--- src/hw/rtl/ssc_pkg.sv ---
// ssc_pkg: shared types and codes for the stream session controller
// no dependencies; used by every module of the block

package ssc_pkg;

  localparam int unsigned SessW   = 32;
  localparam int unsigned ClientW = 32;
  localparam int unsigned TimeW   = 64;
  localparam int unsigned CodecW  = 8;
  localparam int unsigned TmoW    = 32;
  localparam int unsigned CfgW    = 32;
  localparam int unsigned CfgIdxW = 1;

  // configuration register indexes
  localparam logic [CfgIdxW-1:0] CfgTimeout   = 1'd0;
  localparam logic [CfgIdxW-1:0] CfgCodecMask = 1'd1;

  localparam logic [TmoW-1:0]   TimeoutReset   = 32'd5000000;
  localparam logic [CodecW-1:0] CodecMaskReset = 8'd1;

  // packet message types as they arrive on msg_type
  localparam logic [2:0] MsgHello    = 3'd0;
  localparam logic [2:0] MsgStart    = 3'd1;
  localparam logic [2:0] MsgPing     = 3'd2;
  localparam logic [2:0] MsgKeyReq   = 3'd3;
  localparam logic [2:0] MsgFeedback = 3'd4;
  localparam logic [2:0] MsgBye      = 3'd5;

  typedef enum logic [1:0] {
    PH_IDLE   = 2'd0,
    PH_READY  = 2'd1,
    PH_STREAM = 2'd2
  } phase_e;

  typedef enum logic [1:0] {
    SEND_NONE   = 2'd0,
    SEND_HELLO  = 2'd1,
    SEND_REJECT = 2'd2,
    SEND_PONG   = 2'd3
  } send_e;

  typedef enum logic [1:0] {
    EV_NONE       = 2'd0,
    EV_START      = 2'd1,
    EV_KEYFRAME   = 2'd2,
    EV_DISCONNECT = 2'd3
  } event_e;

  typedef enum logic [2:0] {
    CMD_IGNORE   = 3'd0,
    CMD_TICK     = 3'd1,
    CMD_HELLO    = 3'd2,
    CMD_START    = 3'd3,
    CMD_PING     = 3'd4,
    CMD_KEYREQ   = 3'd5,
    CMD_FEEDBACK = 3'd6,
    CMD_BYE      = 3'd7
  } cmd_kind_e;

  // classified beat handed from front to back
  typedef struct packed {
    cmd_kind_e          kind;
    logic [SessW-1:0]   session;
    logic [ClientW-1:0] client;
    logic [SessW-1:0]   new_sid;
    logic               codec_ok;
    logic [TimeW-1:0]   now;
  } cmd_t;

endpackage

--- src/hw/rtl/stream_session_controller.sv ---
// stream_session_controller: top level of the single-client session controller
// depends on ssc_pkg, ssc_front, ssc_queue, ssc_back

// Takes one packet or timer-tick beat per cycle while in_stall_o is low and
// returns exactly one result beat for each, in order. A beat passes a classify
// register in the front, a two-entry queue and the session stage in the back,
// which updates phase, session id, bound client and last-heard time and
// registers the result. The session stage handles one beat per cycle unless a
// stalled output holds it, with a 64-bit idle-time subtract and compare.
// Configuration writes take effect at once and belong between traffic;
// timeout_us is index 0, required_codec_mask index 1.

module stream_session_controller (
  input  logic                          clk_i,
  input  logic                          rst_ni,
  input  logic                          cfg_we_i,
  input  logic [ssc_pkg::CfgIdxW-1:0]   cfg_index_i,
  input  logic [ssc_pkg::CfgW-1:0]      cfg_data_i,
  input  logic                          in_valid_i,
  output logic                          in_stall_o,
  input  logic                          mode_i,
  input  logic                          header_ok_i,
  input  logic [2:0]                    msg_type_i,
  input  logic                          payload_ok_i,
  input  logic [ssc_pkg::SessW-1:0]     pkt_session_i,
  input  logic [ssc_pkg::ClientW-1:0]   pkt_client_i,
  input  logic [ssc_pkg::CodecW-1:0]    offered_codecs_i,
  input  logic [ssc_pkg::TimeW-1:0]     now_us_i,
  output logic                          out_valid_o,
  input  logic                          out_stall_i,
  output logic                          accepted_o,
  output logic [1:0]                    send_kind_o,
  output logic [1:0]                    event_res_o,
  output logic [ssc_pkg::SessW-1:0]     out_session_o,
  output logic [ssc_pkg::TimeW-1:0]     ack_timebase_o
);

  logic [ssc_pkg::TmoW-1:0]   timeout_q, timeout_d;
  logic [ssc_pkg::CodecW-1:0] mask_q, mask_d;

  logic          fq_valid, fq_ready;
  ssc_pkg::cmd_t fq_cmd;
  logic          qb_valid, qb_ready;
  ssc_pkg::cmd_t qb_cmd;

  always_comb begin
    timeout_d = timeout_q;
    mask_d    = mask_q;
    if (cfg_we_i) begin
      case (cfg_index_i)
        ssc_pkg::CfgTimeout:   timeout_d = cfg_data_i[ssc_pkg::TmoW-1:0];
        ssc_pkg::CfgCodecMask: mask_d    = cfg_data_i[ssc_pkg::CodecW-1:0];
        default: begin
        end
      endcase
    end
  end

  always_ff @(posedge clk_i or negedge rst_ni) begin
    if (!rst_ni) begin
      timeout_q <= ssc_pkg::TimeoutReset;
      mask_q    <= ssc_pkg::CodecMaskReset;
    end else begin
      timeout_q <= timeout_d;
      mask_q    <= mask_d;
    end
  end

  ssc_front u_front (
    .clk_i            (clk_i),
    .rst_ni           (rst_ni),
    .in_valid_i       (in_valid_i),
    .in_stall_o       (in_stall_o),
    .mode_i           (mode_i),
    .header_ok_i      (header_ok_i),
    .msg_type_i       (msg_type_i),
    .payload_ok_i     (payload_ok_i),
    .pkt_session_i    (pkt_session_i),
    .pkt_client_i     (pkt_client_i),
    .offered_codecs_i (offered_codecs_i),
    .now_us_i         (now_us_i),
    .codec_mask_i     (mask_q),
    .cmd_valid_o      (fq_valid),
    .cmd_ready_i      (fq_ready),
    .cmd_o            (fq_cmd)
  );

  ssc_queue u_queue (
    .clk_i        (clk_i),
    .rst_ni       (rst_ni),
    .push_valid_i (fq_valid),
    .push_ready_o (fq_ready),
    .push_cmd_i   (fq_cmd),
    .pop_valid_o  (qb_valid),
    .pop_ready_i  (qb_ready),
    .pop_cmd_o    (qb_cmd)
  );

  ssc_back u_back (
    .clk_i          (clk_i),
    .rst_ni         (rst_ni),
    .cmd_valid_i    (qb_valid),
    .cmd_ready_o    (qb_ready),
    .cmd_i          (qb_cmd),
    .timeout_i      (timeout_q),
    .out_valid_o    (out_valid_o),
    .out_stall_i    (out_stall_i),
    .accepted_o     (accepted_o),
    .send_kind_o    (send_kind_o),
    .event_res_o    (event_res_o),
    .out_session_o  (out_session_o),
    .ack_timebase_o (ack_timebase_o)
  );

endmodule

--- src/hw/rtl/ssc_front.sv ---
// ssc_front: accepts input beats, classifies them and precomputes hello fields
// depends on ssc_pkg

module ssc_front (
  input  logic                          clk_i,
  input  logic                          rst_ni,
  input  logic                          in_valid_i,
  output logic                          in_stall_o,
  input  logic                          mode_i,
  input  logic                          header_ok_i,
  input  logic [2:0]                    msg_type_i,
  input  logic                          payload_ok_i,
  input  logic [ssc_pkg::SessW-1:0]     pkt_session_i,
  input  logic [ssc_pkg::ClientW-1:0]   pkt_client_i,
  input  logic [ssc_pkg::CodecW-1:0]    offered_codecs_i,
  input  logic [ssc_pkg::TimeW-1:0]     now_us_i,
  input  logic [ssc_pkg::CodecW-1:0]    codec_mask_i,
  output logic                          cmd_valid_o,
  input  logic                          cmd_ready_i,
  output ssc_pkg::cmd_t                 cmd_o
);

  logic               valid_q, valid_d;
  ssc_pkg::cmd_t      cmd_q, cmd_d;
  logic               load;
  logic [ssc_pkg::SessW-1:0] mix;

  assign in_stall_o = valid_q && !cmd_ready_i;
  assign load       = in_valid_i && !in_stall_o;

  always_comb begin
    // session id mixed from both time halves and the client id, zero maps to one
    mix = now_us_i[31:0] ^ now_us_i[63:32] ^ pkt_client_i;
    cmd_d.session  = pkt_session_i;
    cmd_d.client   = pkt_client_i;
    cmd_d.new_sid  = (mix == '0) ? ssc_pkg::SessW'(1) : mix;
    cmd_d.codec_ok = (offered_codecs_i & codec_mask_i) != '0;
    cmd_d.now      = now_us_i;
    cmd_d.kind     = ssc_pkg::CMD_IGNORE;
    if (mode_i) begin
      cmd_d.kind = ssc_pkg::CMD_TICK;
    end else if (header_ok_i) begin
      case (msg_type_i)
        ssc_pkg::MsgHello:    cmd_d.kind = payload_ok_i ? ssc_pkg::CMD_HELLO
                                                        : ssc_pkg::CMD_IGNORE;
        ssc_pkg::MsgStart:    cmd_d.kind = ssc_pkg::CMD_START;
        ssc_pkg::MsgPing:     cmd_d.kind = payload_ok_i ? ssc_pkg::CMD_PING
                                                        : ssc_pkg::CMD_IGNORE;
        ssc_pkg::MsgKeyReq:   cmd_d.kind = ssc_pkg::CMD_KEYREQ;
        ssc_pkg::MsgFeedback: cmd_d.kind = ssc_pkg::CMD_FEEDBACK;
        ssc_pkg::MsgBye:      cmd_d.kind = ssc_pkg::CMD_BYE;
        default:              cmd_d.kind = ssc_pkg::CMD_IGNORE;
      endcase
    end
  end

  always_comb begin
    valid_d = valid_q;
    if (load) begin
      valid_d = 1'b1;
    end else if (cmd_ready_i) begin
      valid_d = 1'b0;
    end
  end

  always_ff @(posedge clk_i or negedge rst_ni) begin
    if (!rst_ni) begin
      valid_q <= 1'b0;
    end else begin
      valid_q <= valid_d;
    end
  end

  always_ff @(posedge clk_i) begin
    if (load) begin
      cmd_q <= cmd_d;
    end
  end

  assign cmd_valid_o = valid_q;
  assign cmd_o       = cmd_q;

endmodule

--- src/hw/rtl/ssc_queue.sv ---
// ssc_queue: two-entry queue of classified beats between front and back
// depends on ssc_pkg

module ssc_queue (
  input  logic          clk_i,
  input  logic          rst_ni,
  input  logic          push_valid_i,
  output logic          push_ready_o,
  input  ssc_pkg::cmd_t push_cmd_i,
  output logic          pop_valid_o,
  input  logic          pop_ready_i,
  output ssc_pkg::cmd_t pop_cmd_o
);

  ssc_pkg::cmd_t mem_q [2];
  logic          wr_ptr_q, wr_ptr_d;
  logic          rd_ptr_q, rd_ptr_d;
  logic [1:0]    count_q, count_d;
  logic          push, pop;

  assign push_ready_o = count_q != 2'd2;
  assign pop_valid_o  = count_q != 2'd0;
  assign push         = push_valid_i && push_ready_o;
  assign pop          = pop_valid_o && pop_ready_i;
  assign pop_cmd_o    = mem_q[rd_ptr_q];

  always_comb begin
    wr_ptr_d = push ? !wr_ptr_q : wr_ptr_q;
    rd_ptr_d = pop ? !rd_ptr_q : rd_ptr_q;
    count_d  = count_q;
    if (push && !pop) begin
      count_d = count_q + 2'd1;
    end else if (pop && !push) begin
      count_d = count_q - 2'd1;
    end
  end

  always_ff @(posedge clk_i or negedge rst_ni) begin
    if (!rst_ni) begin
      wr_ptr_q <= 1'b0;
      rd_ptr_q <= 1'b0;
      count_q  <= 2'd0;
    end else begin
      wr_ptr_q <= wr_ptr_d;
      rd_ptr_q <= rd_ptr_d;
      count_q  <= count_d;
    end
  end

  always_ff @(posedge clk_i) begin
    if (push) begin
      mem_q[wr_ptr_q] <= push_cmd_i;
    end
  end

endmodule

--- src/hw/rtl/ssc_back.sv ---
// ssc_back: session state, command execution and the registered result stage
// depends on ssc_pkg

module ssc_back (
  input  logic                        clk_i,
  input  logic                        rst_ni,
  input  logic                        cmd_valid_i,
  output logic                        cmd_ready_o,
  input  ssc_pkg::cmd_t               cmd_i,
  input  logic [ssc_pkg::TmoW-1:0]    timeout_i,
  output logic                        out_valid_o,
  input  logic                        out_stall_i,
  output logic                        accepted_o,
  output logic [1:0]                  send_kind_o,
  output logic [1:0]                  event_res_o,
  output logic [ssc_pkg::SessW-1:0]   out_session_o,
  output logic [ssc_pkg::TimeW-1:0]   ack_timebase_o
);

  ssc_pkg::phase_e              phase_q, phase_d;
  logic [ssc_pkg::SessW-1:0]    sess_q, sess_d;
  logic [ssc_pkg::ClientW-1:0]  client_q, client_d;
  logic [ssc_pkg::TimeW-1:0]    last_q, last_d;

  logic                         out_valid_q, out_valid_d;
  logic                         acc_q, acc_d;
  ssc_pkg::send_e               send_q, send_d;
  ssc_pkg::event_e              ev_q, ev_d;
  logic [ssc_pkg::SessW-1:0]    osess_q;
  logic [ssc_pkg::TimeW-1:0]    tb_q, tb_d;

  logic                         take;
  logic                         open, match, streaming, timed_out, same_client;
  logic [ssc_pkg::TimeW-1:0]    elapsed;

  assign cmd_ready_o = !out_valid_q || !out_stall_i;
  assign take        = cmd_valid_i && cmd_ready_o;

  assign open        = phase_q != ssc_pkg::PH_IDLE;
  assign streaming   = phase_q == ssc_pkg::PH_STREAM;
  assign match       = open && (cmd_i.session == sess_q);
  assign same_client = cmd_i.client == client_q;
  // wrapping idle time
  assign elapsed     = cmd_i.now - last_q;
  assign timed_out   = open && (elapsed > {{(ssc_pkg::TimeW-ssc_pkg::TmoW){1'b0}}, timeout_i});

  // next session state
  always_comb begin
    phase_d  = phase_q;
    sess_d   = sess_q;
    client_d = client_q;
    last_d   = last_q;
    if (take) begin
      case (cmd_i.kind)
        ssc_pkg::CMD_TICK: begin
          if (timed_out) begin
            phase_d  = ssc_pkg::PH_IDLE;
            sess_d   = '0;
            client_d = '0;
          end
        end
        ssc_pkg::CMD_HELLO: begin
          if (open && same_client) begin
            last_d = cmd_i.now;
          end else if (!open && cmd_i.codec_ok) begin
            phase_d  = ssc_pkg::PH_READY;
            sess_d   = cmd_i.new_sid;
            client_d = cmd_i.client;
            last_d   = cmd_i.now;
          end
        end
        ssc_pkg::CMD_START: begin
          if (match) begin
            last_d  = cmd_i.now;
            phase_d = ssc_pkg::PH_STREAM;
          end
        end
        ssc_pkg::CMD_PING, ssc_pkg::CMD_FEEDBACK: begin
          if (match) begin
            last_d = cmd_i.now;
          end
        end
        ssc_pkg::CMD_KEYREQ: begin
          if (streaming && cmd_i.session == sess_q) begin
            last_d = cmd_i.now;
          end
        end
        ssc_pkg::CMD_BYE: begin
          if (match) begin
            phase_d  = ssc_pkg::PH_IDLE;
            sess_d   = '0;
            client_d = '0;
          end
        end
        default: begin
        end
      endcase
    end
  end

  // result fields
  always_comb begin
    acc_d  = 1'b0;
    send_d = ssc_pkg::SEND_NONE;
    ev_d   = ssc_pkg::EV_NONE;
    tb_d   = '0;
    case (cmd_i.kind)
      ssc_pkg::CMD_TICK: begin
        if (timed_out) begin
          ev_d = ssc_pkg::EV_DISCONNECT;
        end
      end
      ssc_pkg::CMD_HELLO: begin
        if ((open && !same_client) || (!open && !cmd_i.codec_ok)) begin
          send_d = ssc_pkg::SEND_REJECT;
        end else begin
          send_d = ssc_pkg::SEND_HELLO;
          tb_d   = cmd_i.now;
          acc_d  = 1'b1;
        end
      end
      ssc_pkg::CMD_START: begin
        if (match) begin
          acc_d = 1'b1;
          if (!streaming) begin
            ev_d = ssc_pkg::EV_START;
          end
        end
      end
      ssc_pkg::CMD_PING: begin
        if (match) begin
          send_d = ssc_pkg::SEND_PONG;
          acc_d  = 1'b1;
        end
      end
      ssc_pkg::CMD_KEYREQ: begin
        if (streaming && cmd_i.session == sess_q) begin
          ev_d  = ssc_pkg::EV_KEYFRAME;
          acc_d = 1'b1;
        end
      end
      ssc_pkg::CMD_FEEDBACK: begin
        acc_d = match;
      end
      ssc_pkg::CMD_BYE: begin
        if (match) begin
          ev_d = ssc_pkg::EV_DISCONNECT;
        end
      end
      default: begin
      end
    endcase
  end

  always_comb begin
    out_valid_d = out_valid_q;
    if (take) begin
      out_valid_d = 1'b1;
    end else if (!out_stall_i) begin
      out_valid_d = 1'b0;
    end
  end

  always_ff @(posedge clk_i or negedge rst_ni) begin
    if (!rst_ni) begin
      phase_q     <= ssc_pkg::PH_IDLE;
      sess_q      <= '0;
      client_q    <= '0;
      last_q      <= '0;
      out_valid_q <= 1'b0;
    end else begin
      phase_q     <= phase_d;
      sess_q      <= sess_d;
      client_q    <= client_d;
      last_q      <= last_d;
      out_valid_q <= out_valid_d;
    end
  end

  always_ff @(posedge clk_i) begin
    if (take) begin
      acc_q   <= acc_d;
      send_q  <= send_d;
      ev_q    <= ev_d;
      osess_q <= sess_d;
      tb_q    <= tb_d;
    end
  end

  assign out_valid_o    = out_valid_q;
  assign accepted_o     = acc_q;
  assign send_kind_o    = send_q;
  assign event_res_o    = ev_q;
  assign out_session_o  = osess_q;
  assign ack_timebase_o = tb_q;

endmodule
--- config.mk ---
export PLATFORM = sky130hd
export DESIGN_NAME = stream_session_controller
export DESIGN_NICKNAME = d
export VERILOG_FILES = /design/src/hw/rtl/ssc_pkg.sv /design/src/hw/rtl/stream_session_controller.sv /design/src/hw/rtl/ssc_front.sv /design/src/hw/rtl/ssc_queue.sv /design/src/hw/rtl/ssc_back.sv
export SDC_FILE = /design/constraint.sdc
export NUM_CORES = 1
export LEC_CHECK = 0
export BUFFER_PORTS_ARGS = -buffer_cell sky130_fd_sc_hd__buf_2
export CORE_MARGIN = 2
export CORE_UTILIZATION = 48
export CTS_CLUSTER_DIAMETER = 200
export DETAILED_ROUTE_END_ITERATION = 8
export MAX_ROUTING_LAYER = met4
export PLACE_DENSITY_LB_ADDON = 0.15
export SLEW_MARGIN = 20
export SYNTH_ARGS = -nofsm -noshare
export SYNTH_HDL_FRONTEND = slang
export SYNTH_SLANG_ARGS = --single-unit
--- constraint.sdc ---
create_clock -name clk_i -period 12.5 [get_ports clk_i]
set_input_delay 1.25 -clock clk_i [delete_from_list [all_inputs] [get_ports clk_i]]
set_output_delay 1.25 -clock clk_i [all_outputs]
set_load 0.05 [all_outputs]
Yosys cells after proc, flatten, opt, wreduce, memory -nomap -nowiden
Memories as Yosys holds them, arrays and structs flattened.
Index checks and enable logic that the tools add are counted.
{ "totals": {"reg_bits": 441, "latchBits": 0, "ramBits": 328, "romBits": 0, "in_bits": 180, "out_inout_bits": 103, "elab_cells": 150, "mem_count": 1} }
{ "classes": {"n_addsub": 3, "n_mul": 0, "div": 0, "n_lt_le_gt_ge": 1, "n_eq_ne": 25, "shifts": 0, "n_mux": 46, "n_bitwise": 6, "n_reduce_logical": 45} }
{ "memory_table": {"columns": ["name", "depth", "width", "rd", "rd_ports_with_merged_regs", "wr", "line", "source"], "rows": [
  ["u_queue.mem_q", 2, 164, 1, 0, 1, "ssc_queue.sv:15", "ssc_pkg::cmd_t mem_q [2];"]
]} }
{ "op_table": {"columns": ["op", "n"], "rows": [
  ["32-bit two-way mux", 9],
  ["64-bit two-way mux", 4],
  ["32-bit one-hot mux with 3 select lines", 2],
  ["64-bit one-hot mux with 3 select lines", 1],
  ["32-bit == test", 2],
  ["64-bit by 32-bit greater-than comparator with 1-bit output", 1],
  ["64-bit subtractor", 1],
  ["32-bit XOR", 2],
  ["32-bit logical NOT", 1],
  ["2-bit two-way mux", 13],
  ["3-bit == test (second input constant)", 6],
  ["3-bit one-hot mux with 6 select lines", 1],
  ["2-bit one-hot mux with 4 select lines", 2],
  ["2-bit by 1-bit != test with 1-bit output (second input constant)", 7],
  ["1-bit logical AND", 13],
  ["3-bit by 2-bit == test with 1-bit output (second input constant)", 4],
  ["1-bit logical NOT", 11],
  ["1-bit two-way mux", 11],
  ["8-bit AND", 1],
  ["2-bit nonzero test", 4],
  ["8-bit nonzero test", 1],
  ["7-bit AND reduction", 1],
  ["3-bit by 1-bit == test with 1-bit output (second input constant)", 2],
  ["6-bit AND reduction", 1],
  ["other kinds (17)", 25]
]} }

Depth between registers and ports, before layout
Gate-level depths: netlist of the first run.
{ "logic_depth": {"depth_word": 7, "depth_mapped": 31, "ltp_nobuf": 23} }

Cells and area by module
From an unflattened synthesis of the first run, not the netlist that was laid out.
{ "unflattened": {"hier_cells": 2640, "hier_area_um2": 35486.5} }
{ "by_module_without_submodules": {"columns": ["module", "n_inst", "cells_per_inst", "area_each_um2", "seq_area_each_um2"], "rows": [
  ["ssc_back", 1, 1769, 15876.5, 6311.1],
  ["ssc_queue", 1, 528, 12086.6, 9949.5],
  ["ssc_front", 1, 257, 5893.2, 4949.7],
  ["stream_session_controller", 1, 86, 1630.3, 1012.2]
]} }

Worst setup path after synthesis of the first run
Ideal clock, no wire load.
{ "synth_timing": {"path_kind": "register to register", "startpoint": "reg u_queue.count_q[0]", "endpoint": "mem u_queue.mem_q[0][0] (netlist name), enable pin", "setup_ps": 690, "t_arrival_ps": 7443, "required_ps": 11810, "slack_ps": 4367, "stages_incl_launch_ff": 4, "path_buffers": 0, "synth_period_minus_slack_ps": 8133, "cell_sequence": "dfrtp_1 -> nand2b_1 -> nand2_1 -> nor2_1"} }
{ "synth_via": {"elab_chain_cells": 4} }
{ "synth_rtl": {"columns": ["element", "line", "source"], "rows": [
  ["start: declaration", "ssc_queue.sv:18", "logic [1:0] count_q, count_d;"],
  ["start signal: assignment", "ssc_queue.sv:46", "count_q <= count_d;"],
  ["2-bit != test", "ssc_queue.sv:21", "assign push_ready_o = count_q != 2'd2;"],
  ["1-bit logical AND", "ssc_queue.sv:23", "assign push = push_valid_i && push_ready_o;"],
  ["1-bit two-way mux", "ssc_queue.sv:51", "if (push) begin"],
  ["1-bit two-way mux (implied by the code)", "ssc_queue.sv:52", "mem_q[wr_ptr_q] <= push_cmd_i;"],
  ["end: declaration", "ssc_queue.sv:15", null]
]} }
Every way passes these cells.

==> impl_results.md, run 1 <==
- Outcome: complete, no violations
- Async S/R FF share, synth: between 20% and 30%
- Top cells by area, synth: edfxtp_1 (52%), dfrtp_1 (12%), mux2i_1 (4.9%), xnor2_1 (3.8%), ha_1 (3.6%)
- Vias per cell: between 5 and 6
- Synth Warn #: 0
- CTS buffer count: just over 80
- Syn Area/Cell: between 10 and 15 µm²
- Drt first pass iters: 5
- Final worst path period need: between 8 and 9 ns
- Worst path slowest cell: dfrtp_4
- CTS tree: done
- Dominant synthesized flop cell: edfxtp_1
- Vias in the first global route: 22.28k
- Max-cap viol count: 0
- Post-Layout Cell Count: 3970
- Number of port buffers: roughly 280
- Die H: about 270 µm
- Row cnt: 97
- Core ar.: approximately 70000 µm²
- Root Driver: clkbuf_16
- Synth Cell Area: roughly 34000 µm²
- Antenna violations before repair: 2
- Critical path required time: approximately 13 ns
- Dpl hpwl: just under 70000 µm
- CP Buf/Inv Count: 3
- Mean routed wirelength per cell: about 24 µm
- CTS Sinks: between 700 and 800
- Post-CTS Setup Inserts: 0
- Most Frequent Cell on Critical Path: nand4_1
- Slowest stage delay, CP: around 0.95 ns
- Final Cell Area: 39290 µm²
- Delay-heaviest family, CP: simple AND/OR/NAND/NOR gates
- Max transition margin: a little over a quarter
- Placer Congestion: 0.9727
- Total gr overflow: 0
- Synth Instances: around 2.7k
- Top-count cell post-synth: edfxtp_1
- Max VDD drop: ~0.14 mV
- Synthesis-stage register bit count: a little under 800
- Worst-Margin Slew: around 1.1 ns
- Placed insts: between 3k and 4k
- Worst EP arrival: a little over 9 ns
- P per Cell Area: roughly 310 nW/µm²
- CTS Buffer Depth: 3
- Most common library cells after synthesis: edfxtp_1 (593), nor2_1 (265), a21oi_1 (197), inv_1 (170), dfrtp_1 (167)
- Distinct cells, synth: 75
- Final worst slack: 3.761 ns
- Fin Clk Skew: roughly 0.028 ns
- Post-route setup TNS: 0 ns
- Sequential share of the synthesized area: between 60% and 70%
- DRC: 0
- # IOs: 283
- Layout Nets: 3240
- Post-route ant nets: 0
- Placed Area: 36540 µm²
- Starting Density: 48.68%
- CTS H-tree lvls: 3
- Clk_lat worst skew: approximately 0.64 ns
- Synth top area share: a little over half
- Total Power: about 0.012 W
- Crit Path Class: reg -> reg
- Largest net degree at the start of global routing: roughly 170
- Die area: 73420 µm²
- GRT Total Usage: 26.17%
- CP startpoint kind: register
- Max Clk Rate: 114.4 MHz
- Die W: ~270 µm
- Number of synthesized flops with an enable pin: approximately 590
- Starting DRT DRC Count: 1780
- Fin. Hold Viols: 0
- First-pass GRT wire length: approximately 140000 µm
- Fin crit share: between 60 and 70%
- Crit path cell chain: buf_4 > mux2i_1 > inv_1 > ha_1 > a21oi_1 > o21ai_1 > nor3_1 > nor3_1 > a21o_1 > a21o_1 > xor2_1 > ha_1 > nand4_1 > nor4_1 > nand4_1 > o311ai_0 > o21ai_0 > nor3_1 > nor4bb_1 > nand4_1 > nor4_1 > nand4_1 > buf_4 > a21oi_2
- CP endpoint kind: register
- Final setup violation count: 0
- Total wire length: between 90000 and 100000 µm
- Synth area leader: edfxtp_1
- Via count of the routed design: between 20k and 25k
- HP Class: reg -> reg
- CP Max Fanout: 66
- RSZ-0062 raised after global routing: false
- CTS-repair resized insts: 0
- Pre-CTS WS: 3.890 ns
- Share of cells above drive strength 1: 16.97%
- Slew Limit Fails: 0
- Hold Buf Count CTS: 0
- P&R area growth vs syn: 14.86%
- Synth Net Count: 2967
- Clk pin slew, worst setup/hold paths: around 0.060 ns
- Leak pwr: roughly 16 nW
metrics by stage:
stage          utilization, %  hold WS [ns]
6_report                55.92        0.4359
3_5_place_dp            52.00        0.4306
5_1_grt                 55.92        0.4406
2_1_floorplan               -        0.4215
4_1_cts                 55.87        0.4314
3_3_place_gp            52.00        0.4220
cell type report:
class                           count  area, µm²
Fill cell                        5859      30980
Sequential cell                   769      22230
Multi-Input combinational cell   1633      10900
Clock buffer                       99       2166
Timing Repair Buffer              306       1627
Tap cell                          940       1176
Inverter                          170      640.6
Clock inverter                     52      555.5
Antenna cell                        1      2.502
worst reg2reg max path: cells and delay by family, from the launching register on:
kind	cells	cell delay, ns
buffers and inverters	3	1.30
adder cells (fa/ha/maj)	2	0.72
XOR/XNOR	1	0.16
AND/OR/NAND/NOR	10	2.41
multiplexers	1	0.93
flip-flops	1	0.95
AO/OA/AOI/OAI	7	2.09
flip-flops by register name, summed over array words and instances (netlist names):
signal / flops
u_front.cmd_o: 164
u_front.cmd_valid_o: 1
u_back.phase_q: 2
u_back.out_session_o: 32
u_back.client_q: 32
u_back.out_valid_o: 1
u_queue.mem_q: 328
u_queue.wr_ptr_q: 1
u_back.sess_q: 32
mask_q: 8
timeout_q: 32
u_back.send_kind_o: 2
u_back.last_q: 64
u_queue.rd_ptr_q: 1
u_back.accepted_o: 1
u_back.event_res_o: 2
u_queue.count_q: 2
u_back.ack_timebase_o: 64
placed cells by master, fill, tap and decap left out, types with 7 or more instances in the layout:
cell type | netlist | routed
o21ai_0 | 157 | 156
nand3_1 | 20 | 20
a21boi_0 | 7 | 7
or3_1 | 9 | 9
nand2_1 | 132 | 131
nand4_1 | 47 | 47
nand2b_1 | 7 | 7
nor3_1 | 26 | 26
o21a_1 | 18 | 18
xor2_1 | 28 | 28
inv_1 | 170 | 169
clkbuf_1 | 80 | 12
xnor2_1 | 150 | 150
buf_2 | 24 | 281
a21oi_2 | 40 | 40
a21o_1 | 23 | 23
ha_1 | 98 | 98
clkinv_1 | 0 | 18
dfstp_2 | 9 | 9
nor2_1 | 265 | 263
o22ai_1 | 65 | 65
o21bai_1 | 9 | 9
dfrtp_1 | 167 | 166
o21ai_1 | 8 | 8
bufinv_16 | 0 | 8
nor4_1 | 34 | 34
a21oi_1 | 197 | 197
buf_4 | 1 | 21
clkinv_2 | 0 | 15
mux2_2 | 14 | 14
edfxtp_1 | 593 | 593
clkbuf_16 | 0 | 82
mux2i_1 | 166 | 166
a31oi_1 | 10 | 10
kinds of logic (layout without fill, tap and decap cells):
logic type      after synthesis  in the layout  synth area share, %
compound gates              592            592                10.42
xor+xnor                    178            178                4.557
fa+ha+maj                    99             99                3.643
buf+inv                     286            627                3.325
flops                       769            769                64.96
mux                         180            180                5.318
other cells                   0              1                    0
simple gates                584            584                7.776
power by group:
part / switching (W) / total (W) / internal (W)
sequential: 0.000336 / 0.00404 / 0.00370
combinational: 0.00383 / 0.00564 / 0.00181
clock: 0.00101 / 0.00242 / 0.00141
layer usage:
layer	vias to the layer above	routed length, µm	global-route usage (%)
li1	10386	-	-
met3	134	4497	2.964
met5	-	0	-
met1	11026	40230	34.43
met4	0	3165	8.840
met2	696	45570	42.46
path summary, 6_finish.rpt:
path | from | end | slack, ns | depth (start not counted)
setup / recovery | u_queue.rd_ptr_q | u_back.out_session_o[25] | 3.76 | 24
hold / removal | u_front.cmd_o[75] | u_queue.mem_q[0][75] | 0.44 | 0
max in group asynchronous | rst_ni | u_queue.rd_ptr_q | 9.91 | 3
setup reg to reg | u_queue.rd_ptr_q | u_back.out_session_o[25] | 3.76 | 24
min in group asynchronous | rst_ni | mask_q[5] | 0.55 | 1
hold reg to reg | u_front.cmd_o[75] | u_queue.mem_q[0][75] | 0.44 | 0
No activity file was read; power rests on OpenSTA's default activity.
==> run 2, diff against run 1 <==
==> constraint.sdc (replaced) <==
create_clock -name clk_i -period 7.9 [get_ports clk_i]
set_input_delay 0.79 -clock clk_i [delete_from_list [all_inputs] [get_ports clk_i]]
set_output_delay 0.79 -clock clk_i [all_outputs]
set_load 0.05 [all_outputs]
==> impl_results.md, run 2 (synthesized netlist as in run 1, its figures left out) <==
- Outcome: complete, no violations
- Leak pwr: 15.57 nW (about the same)
- Critical path required time: 8.37 ns (-4.60 ns)
- CP Max Fanout: 66 (unchanged)
- Fin. Hold Viols: 0 (unchanged)
- Placer Congestion: 0.9190 (-5.5%)
- CTS-repair resized insts: 0 (unchanged)
- CTS tree: done
- Share of cells above drive strength 1: 16.84% (-0.13 points)
- Post-route setup TNS: 0 ns (unchanged)
- # IOs: 283 (unchanged)
- Cell Int Power: 0.01093 W (+58%)
- Max-cap viol count: 0 (unchanged)
- Worst path slowest cell: dfrtp_4
- Crit. Startpoint: u_queue.rd_ptr_q
- CTS H-tree lvls: 3 (unchanged)
- Clk_lat worst skew: 0.63 ns (about the same)
- Total wire length: 92800 µm (-0.71%)
- Crit path cell chain: buf_12 > mux2i_1 > inv_1 > ha_1 > a21oi_1 > o21ai_0 > nor3_1 > nand2_1 > a21oi_1 > xnor2_1 > ha_1 > nand4_1 > nor4_1 > nand4_1 > o311ai_0 > o21ai_0 > nor3_1 > nor4bb_1 > nand4_1 > nor4_1 > nand4_1 > buf_4 > a21oi_2
- Die H: 271.0 µm (unchanged)
- Hold Buf Count CTS: 0 (unchanged)
- Worst-Margin Slew: 1.156 ns (+0.05860 ns)
- Starting DRT DRC Count: 2031 (+14%)
- Clk pin slew, worst setup/hold paths: 0.06 ns (about the same)
- Largest net degree at the start of global routing: 165 (unchanged)
- Most Frequent Cell on Critical Path: nand4_1
- Crit Path Class: reg -> reg
- Worst hold slack: 0.1594 ns (-0.2765 ns)
- R2R Path End: u_back.out_session_o[22]
- DRC: 0 (unchanged)
- Slowest stage delay, CP: 0.79 ns (-0.16 ns)
- GRT Total Usage: 26.01% (-0.16 points)
- Fin Clk Skew: 0.03264 ns (+0.004214 ns)
- Max transition margin: 22.95% (-3.9 points)
- CTS Buffer Depth: 3 (unchanged)
- Max Clk Rate: 140.2 MHz (+22%)
- Fin crit share: 90.31% (+20 points)
- Die W: 271.0 µm (unchanged)
- Die area: 73420 µm² (unchanged)
- Commonest non-fill, non-tap cells in the layout: edfxtp_1 (593), buf_2 (281), nor2_1 (263)
- Max reg flops: 328 (unchanged)
- Vias in the first global route: 22.08k (-0.92%)
- CTS buffer count: 81 (unchanged)
- Drt first pass iters: 6 (+1)
- Vias per cell: 5.560 (-0.75%)
- CTS Sinks: 769 (unchanged)
- Mean routed wirelength per cell: 23.34 µm (-0.86%)
- Total gr overflow: 0 (unchanged)
- Worst EP arrival: 7.60 ns (-1.60 ns)
- Clock share of power: 19.7% (-0.3 points)
- Worst r2r src: u_queue.rd_ptr_q
- Sw Ratio: 42.67% (-0.086 points)
- RSZ-0062 raised after global routing: false
- CP Depth: 23 (-4.2%)
- Commonest non-fill, non-tap cell in the layout: edfxtp_1
- Final worst path period need: 7.135 ns (-1.604 ns)
- HP Class: in -> async
- Slew Limit Fails: 0 (unchanged)
- P per Cell Area: 485.0 nW/µm² (+58%)
- Max VDD drop: 0.3189 mV (+130%)
- Antenna violations before repair: 2 (unchanged)
- Critical path endpoint: u_back.out_session_o[22]
- Sw Pwr: 0.008134 W (+57%)
- Final setup violation count: 0 (unchanged)
- Layout Nets: 3245 (+0.15%)
- Core ar.: 70270 µm² (unchanged)
- Delay-heaviest family, CP: simple AND/OR/NAND/NOR gates
- CP startpoint kind: register
- P&R area growth vs syn: 14.88% (about the same)
- Post-route ant nets: 0 (unchanged)
- Reg2reg setup slack: 0.77 ns (-3.00 ns)
- CP Buf/Inv Count: 3 (unchanged)
- Via count of the routed design: 22.11k (-0.60%)
- Comb power frac: 46.8% (+0.2 points)
- Row cnt: 97 (unchanged)
- Cell depth of the worst flop-to-flop path: 23 (-4.2%)
- Root Driver: clkbuf_16
- Seq pwr share: 33.5% (about the same)
- Biggest register: u_queue.mem_q
- Post-CTS Setup Inserts: 0 (unchanged)
- CP endpoint kind: register
- Number of port buffers: 282 (unchanged)
- Dpl hpwl: 67360 µm (-1.9%)
- First-pass GRT wire length: 139400 µm (about the same)
- Starting Density: 48.68% (unchanged)
-- run 2: cell types whose count changed in the layout (fill, tap and decap cells not counted), moves of 2 or more --
cell / change
buf_4: +3
bufinv_16: -2
clkbuf_8: -3
clkinv_1: -5
clkinv_2: -6
buf_12: +3
clkbuf_1: +14
clkinv_4: +3
-- run 2: stage by stage --
step                setup WS (ns)  std cells  instance area [µm²]  total power (W)  utilization, %
floorplan                   1.126       2688                34210          0.01262               -
global placement            1.109       3822                36620          0.01527           52.11
detailed placement         0.8354       3822                36620          0.01534           52.12
CTS                        0.8158       3974                39280          0.01916           55.89
global route               0.3623       3976                39300          0.02024           55.93
finish                     0.7652       3976                39300          0.01906           55.93
-- run 2: metal layers --
metal | share of wire, % | vias to the layer above | track usage (%)
met3 | 4.6 | 106 | 2.982
met1 | 45 | 10988 | 35.27
met5 | 0 | - | -
met4 | 2.1 | 0 | 6.804
met2 | 49 | 621 | 41.92
li1 | - | 10393 | -
-- run 2: layout make-up --
class / count / area [µm²]
repair buffers: 311 / 1698
multi-input cells: 1633 / 10900
diodes: 1 / 2.502
well taps: 940 / 1176
clock buffers: 111 / 2202
flip-flops and latches: 769 / 22230
inverters: 170 / 640.6
fillers: 5778 / 30970
clock inverters: 41 / 452.9
-- run 2: how the worst min path moves through the flow --
stage                       start                    end  slack (ns)  depth (start not counted)
3_5_place_dp    u_front.cmd_o[29]   u_queue.mem_q[0][29]        0.43                          0
3_3_place_gp   u_front.cmd_o[156]  u_queue.mem_q[0][156]        0.42                          0
5_1_grt                    rst_ni              mask_q[5]        0.21                          1
4_1_cts                    rst_ni              mask_q[2]        0.16                          1
6_report                   rst_ni              mask_q[2]        0.16                          1
2_1_floorplan    u_front.cmd_o[0]    u_queue.mem_q[0][0]        0.42                          0
-- run 2: power by group through the flow --
stage | clock [W] | sequential, W | combinational [W]
after floorplan | 0 | 0.00711 | 0.00551
after global placement | 0 | 0.00642 | 0.00885
after detailed placement | 0 | 0.00646 | 0.00888
after CTS | 0.00384 | 0.00639 | 0.00893
after global routing | 0.00401 | 0.00649 | 0.00974
final | 0.00376 | 0.00638 | 0.00892
